==> config.mk <==
export PLATFORM = sky130hd
export DESIGN_NAME = utf32_to_utf8_with_hash_core
export DESIGN_NICKNAME = d
export VERILOG_FILES = /design/src/rtl/u8h_pkg.sv /design/src/rtl/u8h_front.sv /design/src/rtl/u8h_queue.sv /design/src/rtl/u8h_back.sv /design/src/rtl/utf32_to_utf8_with_hash_core.sv
export SDC_FILE = /design/constraint.sdc
export NUM_CORES = 1
export LEC_CHECK = 0
export ABC_CLOCK_PERIOD_IN_PS = 30000
export BUFFER_PORTS_ARGS = -buffer_cell sky130_fd_sc_hd__buf_2
export CORE_MARGIN = 3
export CORE_UTILIZATION = 35
export DETAILED_ROUTE_END_ITERATION = 8
export PLACE_DENSITY = 0.61
export SLEW_MARGIN = 20
export SYNTH_ARGS = -nofsm -noshare
export SYNTH_HDL_FRONTEND = slang
export SYNTH_SLANG_ARGS = --single-unit
==> constraint.sdc <==
create_clock -name clk -period 30 [get_ports clk]
set_input_delay 0 -clock clk [delete_from_list [all_inputs] [get_ports clk]]
set_output_delay 0 -clock clk [all_outputs]
set_load 0.02 [all_outputs]
==> src/rtl/u8h_pkg.sv <==
`default_nettype none
package u8h_pkg;

	localparam int CP_BITS     = 32;
	localparam int BYTE_BITS   = 8;
	localparam int MAX_BYTES   = 4;
	localparam int REPORT_BITS = 32;
	localparam int HASH_ROT    = 7;

	localparam logic [CP_BITS-1:0] SURR_LOW  = 32'h0000_D800;
	localparam logic [CP_BITS-1:0] SURR_END  = 32'h0000_E000;
	localparam logic [CP_BITS-1:0] POINT_MAX = 32'h0010_FFFF;
	localparam logic [CP_BITS-1:0] ONE_BYTE_END   = 32'h0000_0080;
	localparam logic [CP_BITS-1:0] TWO_BYTE_END   = 32'h0000_0800;
	localparam logic [CP_BITS-1:0] THREE_BYTE_END = 32'h0001_0000;

	typedef logic [REPORT_BITS-1:0] report_t;

	// one classified code point: its bytes, index of the final byte, error mark
	typedef struct packed {
		logic [MAX_BYTES-1:0][BYTE_BITS-1:0] bytes;
		logic [1:0]                          last_idx;
		logic                                bad;
	} enc_t;

	localparam int ENC_BITS = $bits(enc_t);

	function automatic logic is_bad(input logic [CP_BITS-1:0] cp);
		return ((cp >= SURR_LOW) && (cp < SURR_END)) || (cp > POINT_MAX);
	endfunction

	function automatic enc_t encode(input logic [CP_BITS-1:0] cp);
		enc_t e;
		e = '0;
		priority if (is_bad(cp)) begin
			e.bad = 1'b1;
		end else if (cp < ONE_BYTE_END) begin
			e.bytes[0] = cp[7:0];
			e.last_idx = 2'd0;
		end else if (cp < TWO_BYTE_END) begin
			e.bytes[0] = {3'b110, cp[10:6]};
			e.bytes[1] = {2'b10, cp[5:0]};
			e.last_idx = 2'd1;
		end else if (cp < THREE_BYTE_END) begin
			e.bytes[0] = {4'b1110, cp[15:12]};
			e.bytes[1] = {2'b10, cp[11:6]};
			e.bytes[2] = {2'b10, cp[5:0]};
			e.last_idx = 2'd2;
		end else begin
			e.bytes[0] = {5'b11110, cp[20:18]};
			e.bytes[1] = {2'b10, cp[17:12]};
			e.bytes[2] = {2'b10, cp[11:6]};
			e.bytes[3] = {2'b10, cp[5:0]};
			e.last_idx = 2'd3;
		end
		return e;
	endfunction

endpackage
`default_nettype wire

==> src/rtl/u8h_front.sv <==
`default_nettype none
module u8h_front #(
	parameter int HASH_BITS  = 64,
	parameter int COUNT_BITS = 32
) (
	input  wire logic                       clk,
	input  wire logic                       arst_n,
	input  wire logic                       in_valid,
	output logic                            in_ready,
	input  wire logic [u8h_pkg::CP_BITS-1:0] code_point,
	input  wire logic                       starts_string,
	output logic                            q_valid,
	input  wire logic                       q_ready,
	output u8h_pkg::enc_t                   enc,
	output logic [HASH_BITS-1:0]            hash_value,
	output u8h_pkg::report_t                utf8_bytes,
	output u8h_pkg::report_t                utf16_words,
	output u8h_pkg::report_t                points_seen
);
	import u8h_pkg::*;

	logic [HASH_BITS-1:0]  hash_q;
	logic [COUNT_BITS-1:0] byte_total_q;
	logic [COUNT_BITS-1:0] word_total_q;
	logic [COUNT_BITS-1:0] point_total_q;

	logic [HASH_BITS-1:0]  hash_base;
	logic [HASH_BITS-1:0]  hash_next;
	logic [COUNT_BITS-1:0] byte_base, word_base, point_base;
	logic [COUNT_BITS-1:0] byte_next, word_next, point_next;
	logic [2:0]            byte_inc;
	logic [2:0]            word_inc;
	logic                  accept;

	function automatic logic [COUNT_BITS-1:0] sat_add(
		input logic [COUNT_BITS-1:0] cnt,
		input logic [2:0]            inc
	);
		logic [COUNT_BITS:0] sum;
		sum = {1'b0, cnt} + (COUNT_BITS+1)'(inc);
		return sum[COUNT_BITS] ? '1 : sum[COUNT_BITS-1:0];
	endfunction

	assign in_ready = q_ready;
	assign q_valid  = in_valid;
	assign accept   = in_valid && q_ready;

	always_comb begin
		enc        = encode(code_point);
		hash_base  = starts_string ? '0 : hash_q;
		byte_base  = starts_string ? '0 : byte_total_q;
		word_base  = starts_string ? '0 : word_total_q;
		point_base = starts_string ? '0 : point_total_q;
		byte_inc   = {1'b0, enc.last_idx} + 3'd1;
		word_inc   = (code_point < THREE_BYTE_END) ? 3'd1 : 3'd2;
		hash_next  = {hash_base[HASH_BITS-1-HASH_ROT:0], hash_base[HASH_BITS-1 -: HASH_ROT]}
			^ HASH_BITS'(code_point);
		byte_next  = sat_add(byte_base, byte_inc);
		word_next  = sat_add(word_base, word_inc);
		point_next = sat_add(point_base, 3'd1);
		// an invalid code point reports the state as it stands, after any clear
		if (enc.bad) begin
			hash_next  = hash_base;
			byte_next  = byte_base;
			word_next  = word_base;
			point_next = point_base;
		end
	end

	assign hash_value  = hash_next;
	assign utf8_bytes  = REPORT_BITS'(byte_next);
	assign utf16_words = REPORT_BITS'(word_next);
	assign points_seen = REPORT_BITS'(point_next);

	always_ff @(posedge clk or negedge arst_n) begin
		if (!arst_n) begin
			hash_q        <= '0;
			byte_total_q  <= '0;
			word_total_q  <= '0;
			point_total_q <= '0;
		end else if (accept) begin
			hash_q        <= hash_next;
			byte_total_q  <= byte_next;
			word_total_q  <= word_next;
			point_total_q <= point_next;
		end
	end

endmodule
`default_nettype wire

==> src/rtl/u8h_queue.sv <==
`default_nettype none
module u8h_queue #(
	parameter int DATA_BITS = 8
) (
	input  wire logic                 clk,
	input  wire logic                 arst_n,
	input  wire logic                 push_valid,
	output logic                      push_ready,
	input  wire logic [DATA_BITS-1:0] push_data,
	output logic                      pop_valid,
	input  wire logic                 pop_ready,
	output logic [DATA_BITS-1:0]      pop_data
);

	logic [DATA_BITS-1:0] mem_q [2];
	logic                 wr_ptr_q;
	logic                 rd_ptr_q;
	logic [1:0]           count_q;
	logic                 push;
	logic                 pop;

	assign push_ready = (count_q != 2'd2);
	assign pop_valid  = (count_q != 2'd0);
	assign push       = push_valid && push_ready;
	assign pop        = pop_valid && pop_ready;
	assign pop_data   = mem_q[rd_ptr_q];

	always_ff @(posedge clk) begin
		if (push) begin
			mem_q[wr_ptr_q] <= push_data;
		end
	end

	always_ff @(posedge clk or negedge arst_n) begin
		if (!arst_n) begin
			wr_ptr_q <= 1'b0;
			rd_ptr_q <= 1'b0;
			count_q  <= 2'd0;
		end else begin
			if (push) begin
				wr_ptr_q <= ~wr_ptr_q;
			end
			if (pop) begin
				rd_ptr_q <= ~rd_ptr_q;
			end
			unique case ({push, pop})
				2'b10:   count_q <= count_q + 2'd1;
				2'b01:   count_q <= count_q - 2'd1;
				default: count_q <= count_q;
			endcase
		end
	end

endmodule
`default_nettype wire

==> src/rtl/u8h_back.sv <==
`default_nettype none
module u8h_back #(
	parameter int HASH_BITS = 64,
	parameter int ENT_BITS  = u8h_pkg::ENC_BITS + HASH_BITS + 3 * u8h_pkg::REPORT_BITS,
	parameter int OUT_BITS  = 8
) (
	input  wire logic                clk,
	input  wire logic                arst_n,
	input  wire logic                q_valid,
	output logic                     q_ready,
	input  wire logic [ENT_BITS-1:0] q_data,
	output logic                     m_tvalid,
	input  wire logic                m_tready,
	output logic [OUT_BITS-1:0]      m_tdata,
	output logic                     m_tlast,
	output logic                     m_tuser
);
	import u8h_pkg::*;

	logic [ENT_BITS-1:0]  ent_q;
	logic [1:0]           idx_q;
	logic                 busy_q;
	enc_t                 enc;
	logic [HASH_BITS-1:0] hash;
	report_t              bytes_rep, words_rep, points_rep;
	logic                 last;
	logic                 load;

	assign {enc, hash, bytes_rep, words_rep, points_rep} = ent_q;

	assign last     = (idx_q == enc.last_idx);
	assign load     = !busy_q || (m_tready && last);
	assign q_ready  = load;
	assign m_tvalid = busy_q;
	assign m_tlast  = last;
	assign m_tuser  = enc.bad;
	assign m_tdata  = OUT_BITS'({points_rep, words_rep, bytes_rep, hash, enc.bytes[idx_q]});

	always_ff @(posedge clk) begin
		if (load && q_valid) begin
			ent_q <= q_data;
		end
	end

	always_ff @(posedge clk or negedge arst_n) begin
		if (!arst_n) begin
			busy_q <= 1'b0;
			idx_q  <= 2'd0;
		end else if (load) begin
			busy_q <= q_valid;
			idx_q  <= 2'd0;
		end else if (m_tready) begin
			idx_q <= idx_q + 2'd1;
		end
	end

endmodule
`default_nettype wire

==> src/rtl/utf32_to_utf8_with_hash_core.sv <==
`default_nettype none
// UTF-32 to UTF-8 encoder with a running rotate-xor string hash and saturating
// UTF-8 byte, UTF-16 word and code point counts. A code point with s_tuser set
// starts a new string. Each valid code point gives 1 to 4 output transactions,
// one UTF-8 byte per cycle while m_tready holds, with m_tlast on the final byte;
// a surrogate or a value above 10FFFF gives one transaction with m_tuser set and
// a zero byte, and leaves the hash and counts alone but for a clear by s_tuser.
// Every output carries the hash and counts after its code point. The front stage
// classifies and updates state in the cycle of acceptance, a two-entry queue
// follows, and the back stage emits bytes, taking the next code point from the
// queue as the final byte of the one before is accepted.
module utf32_to_utf8_with_hash_core #(
	parameter int HASH_BITS  = 64,
	parameter int COUNT_BITS = 32
) (
	input  wire logic        clk,
	input  wire logic        arst_n,
	input  wire logic        s_tvalid,
	output logic             s_tready,
	// code_point
	input  wire logic [31:0] s_tdata,
	// starts_string
	input  wire logic        s_tuser,
	output logic             m_tvalid,
	input  wire logic        m_tready,
	// out_byte, hash_value, utf8_bytes, utf16_words, points_seen, zero pad
	output logic [((8 + HASH_BITS + 96 + 7) / 8) * 8 - 1:0] m_tdata,
	// last_of_run
	output logic             m_tlast,
	// bad_code_point
	output logic             m_tuser
);
	import u8h_pkg::*;

	localparam int ENT_BITS = ENC_BITS + HASH_BITS + 3 * REPORT_BITS;
	localparam int OUT_BITS = ((BYTE_BITS + HASH_BITS + 3 * REPORT_BITS + 7) / 8) * 8;

	enc_t                 enc;
	logic [HASH_BITS-1:0] hash;
	report_t              bytes_rep, words_rep, points_rep;
	logic                 fq_valid, fq_ready;
	logic                 bq_valid, bq_ready;
	logic [ENT_BITS-1:0]  bq_data;

	u8h_front #(
		.HASH_BITS  (HASH_BITS),
		.COUNT_BITS (COUNT_BITS)
	) u_front (
		.clk           (clk),
		.arst_n        (arst_n),
		.in_valid      (s_tvalid),
		.in_ready      (s_tready),
		.code_point    (s_tdata),
		.starts_string (s_tuser),
		.q_valid       (fq_valid),
		.q_ready       (fq_ready),
		.enc           (enc),
		.hash_value    (hash),
		.utf8_bytes    (bytes_rep),
		.utf16_words   (words_rep),
		.points_seen   (points_rep)
	);

	u8h_queue #(
		.DATA_BITS (ENT_BITS)
	) u_queue (
		.clk        (clk),
		.arst_n     (arst_n),
		.push_valid (fq_valid),
		.push_ready (fq_ready),
		.push_data  ({enc, hash, bytes_rep, words_rep, points_rep}),
		.pop_valid  (bq_valid),
		.pop_ready  (bq_ready),
		.pop_data   (bq_data)
	);

	u8h_back #(
		.HASH_BITS (HASH_BITS),
		.ENT_BITS  (ENT_BITS),
		.OUT_BITS  (OUT_BITS)
	) u_back (
		.clk      (clk),
		.arst_n   (arst_n),
		.q_valid  (bq_valid),
		.q_ready  (bq_ready),
		.q_data   (bq_data),
		.m_tvalid (m_tvalid),
		.m_tready (m_tready),
		.m_tdata  (m_tdata),
		.m_tlast  (m_tlast),
		.m_tuser  (m_tuser)
	);

endmodule
`default_nettype wire
==> impl_metrics.json <==
{
  "run_status": "finished clean",
  "critical-path-slowest-cell": "nor4_2",
  "seq_area_frac_synth": 0.631,
  "cts_tree": "built",
  "syn2layout_area_growth_pct": 11.9,
  "num-nets-final": 2785,
  "cts_resized": 0,
  "path_clk_slew_ns": 0.06,
  "drc": 0,
  "cts_buffers": 79,
  "synthArstFlopShare": 0.226,
  "hold_viol": 0,
  "synth_cell_types": 78,
  "post-cts-setup-buffer-count": 0,
  "io_buffer_count": 208,
  "slew_viol_final": 0,
  "synth.ff_latch_count": 740,
  "max-cap-violations": 0,
  "routedWlPerCell_um": 20.7,
  "num_rows": 113,
  "yosys_warnings": 0,
  "max_freq_mhz": 174,
  "drt.antenna.violating_nets": 0,
  "clockRootBuffer": "clkbuf_16",
  "grt_pass1_vias": 20400,
  "layout_worst_path_cycle_share": 0.191,
  "grt_pass1_wl_um": 127000,
  "dieArea_mm2": 0.101,
  "worst_pin_slew_ns": 1.09,
  "drtPass1Iterations": 6,
  "hpwlAfterDp_um": 54400,
  "p_leak_nw": 13.5,
  "required_ns": 30.41,
  "min_path_type": "in -> reg",
  "syn_inst": 2702,
  "start_util": 0.355,
  "worstPathCellList": "dlygate4sd3_1, buf_2, o41ai_2, nand4_1, buf_4, nor2_4, buf_4, nand2b_1, inv_1, o21ai_0, ha_1, fa_1, and4b_1, nand3_1, nor4_2, nor4b_2, nand3_1, o21a_1",
  "setup.worst_path.start": "s_tdata[19]",
  "fin_util": 0.397,
  "vias": 21000,
  "track_usage": 0.165,
  "clock_sinks": 740,
  "final_cells": 4070,
  "dp_cells": 3885,
  "r2r_start": "u_queue.count_q[0]$_DFFE_PN0P_",
  "die_w_um": 317,
  "insertedDiodeCount": 0,
  "drt-vias-per-instance": 5.16,
  "antenna_found_initial": 3,
  "rsz0062_at_grt": "no",
  "die_h_um": 317,
  "syn-num-nets": 2747,
  "pin_count": 209,
  "grt_overflow": 0,
  "worst-path-max-fanout": 48,
  "htreeDepth": 3,
  "routed_wl_um": 84100,
  "hold_start": "s_tvalid",
  "finalSetupTns_ns": 0,
  "cp_top_family": "simple AND/OR/NAND/NOR gates",
  "critical_path_class": "in -> reg",
  "finalSetupViolCount": 0,
  "clk_path_buf_depth": 3,
  "cp_num_buf_inv": 5,
  "peakVddDrop_mv": 0.0516,
  "critPathArrivalTime_ns": 6.14,
  "ctsHoldBuffers": 39,
  "period_minus_slack_ns": 5.73,
  "worst_clock_skew_ns": 0.0506,
  "power.total_mw": 3.17,
  "globalplace.congestion": 0.864,
  "synth-edff-count": 573,
  "drive_gt1_frac": 0.217,
  "powerDensity_mw_per_mm2": 83.5,
  "critPathLaunchType": "primary input",
  "drtIter0Drc": 2059,
  "grt_max_degree": 88,
  "slew_headroom": 0.268,
  "fin_hold_ws_ns": 0.0865,
  "endpoint_kind": "flop",
  "insertion_delay_ns": 0.65,
  "max_stage_delay_ns": 0.66,
  "core-area_mm2": 0.0956,
  "synth_flop_cell": "edfxtp_1",
  "syn-cell-area_mm2": 0.0339,
  "synth.avg_cell_area_um2": 12.5
}
-- cell usage in the layout, fill, tap and decap left out, types with 17 or more instances in the layout --
master and n:
clkinv_2 17, o21ai_0 150, a22oi_1 34, mux2i_1 45
mux2_2 194, dfrtp_1 166, xor2_1 18, nand3_1 60
nand4_1 39, buf_2 206, edfxtp_1 573, buf_4 31
nor2b_1 61, nor3_1 41, a31oi_1 18, a21oi_1 90
xnor2_1 90, dlygate4sd3_1 38, o211ai_1 46, nand2_1 388
and3_1 17, inv_1 17, clkbuf_16 79, and2_1 17
nor2_1 110
-- sequential cells by signal, indices dropped and copies added, names as in the netlist --
register               cells
u_back.ent_q             191
u_queue.rd_ptr_q           1
u_queue.count_q            2
u_back.idx_q               2
u_front.word_total_q      32
u_queue.mem_q            382
u_queue.wr_ptr_q           1
u_back.m_tvalid            1
u_front.hash_q            64
u_front.byte_total_q      32
u_front.point_total_q     32
-- cells by family after synthesis --
| logic type | Yosys count | share of synthesized area |
|---|---|---|
| multiplexers | 246 | 0.0824 |
| adder cells (fa/ha/maj) | 8 | 0.00340 |
| AO/OA/AOI/OAI | 403 | 0.0717 |
| AND/OR/NAND/NOR | 855 | 0.125 |
| buffers and inverters | 342 | 0.0589 |
| flip-flops | 740 | 0.631 |
| XOR/XNOR | 108 | 0.0279 |
-- layer usage --
layer / GRT usage / part of all wire / vias to the layer above
met2: 0.272 / 0.48 / 605
met3: 0.0306 / 0.062 / 106
met1: 0.224 / 0.44 / 10500
met5: 0 / 0 / -
li1: - / - / 9781
met4: 0.0447 / 0.019 / 0
-- layout make-up --
| cell class | instances | area [µm²] |
|---|---|---|
| Clock buffer | 98 | 2080 |
| Clock inverter | 48 | 551 |
| Fill cell | 9017 | 57600 |
| Inverter | 21 | 83.8 |
| Multi-Input combinational cell | 1620 | 10600 |
| Sequential cell | 740 | 21400 |
| Tap cell | 1265 | 1580 |
| Timing Repair Buffer | 278 | 1700 |
-- worst reg2reg max path: cells and delay by family, from the launching register on --
family | cells | cell delay [ns]
DFF | 1 | 0.42
buffers and inverters | 5 | 2.63
and+or+nand+nor | 3 | 0.67
-- synth_stat cells (all sizes together), types with 5 or more instances --
cell,instances,share of area
a22o,6,0.0016
clkbuf,97,0.011
dfrtp,167,0.12
mux2i,45,0.013
or3,14,0.0026
and4,11,0.0028
nand2,393,0.044
buf,224,0.046
a31oi,18,0.0033
o21ai,162,0.024
mux4,7,0.0047
ha,6,0.0022
o211ai,46,0.010
a22oi,34,0.0075
mux2,194,0.064
nor3b,5,0.0011
inv,18,0.0020
xnor2,90,0.023
and4b,5,0.0015
nand4,39,0.0072
nand3,61,0.0092
and3,18,0.0033
and2,17,0.0031
a21oi,91,0.013
nor2,115,0.013
nand4b,8,0.0025
nor3,45,0.0071
a41oi,7,0.0018
nand2b,11,0.0023
nor4,27,0.0073
nor2b,61,0.011
o31ai,5,0.0011
xor2,18,0.0047
a21o,6,0.0013
edfxtp,573,0.51
or4,15,0.0037
-- metrics by stage --
step	instance area [µm²]	setup WS [ns]
6_report	37900	24.27
2_1_floorplan	33900	17.87
3_5_place_dp	34900	24.26
5_1_grt	37900	23.90
3_3_place_gp	34900	24.35
4_1_cts	37900	24.40
-- where the power goes --
group / switching, mW / internal (mW)
Sequential: 0.0886 / 1.41
Combinational: 0.446 / 0.234
Clock: 0.413 / 0.576
-- final timing paths --
kind                                                  endpoint  slack [ns]  cells after the start
min reg2reg                     u_queue.count_q[1]$_DFFE_PN0P_        0.49                      1
max                             u_queue.mem_q[1][94]$_DFFE_PP_       24.27                     18
min                        u_front.byte_total_q[2]$_DFFE_PN0P_        0.09                      5
min in group asynchronous       u_front.hash_q[16]$_DFFE_PN0P_        0.47                      4
max reg2reg                     u_queue.mem_q[0][61]$_DFFE_PP_       25.85                      8
max in group asynchronous         u_queue.rd_ptr_q$_DFFE_PN0P_       27.83                      5
Note: power is estimated with default switching activity, not from simulation.
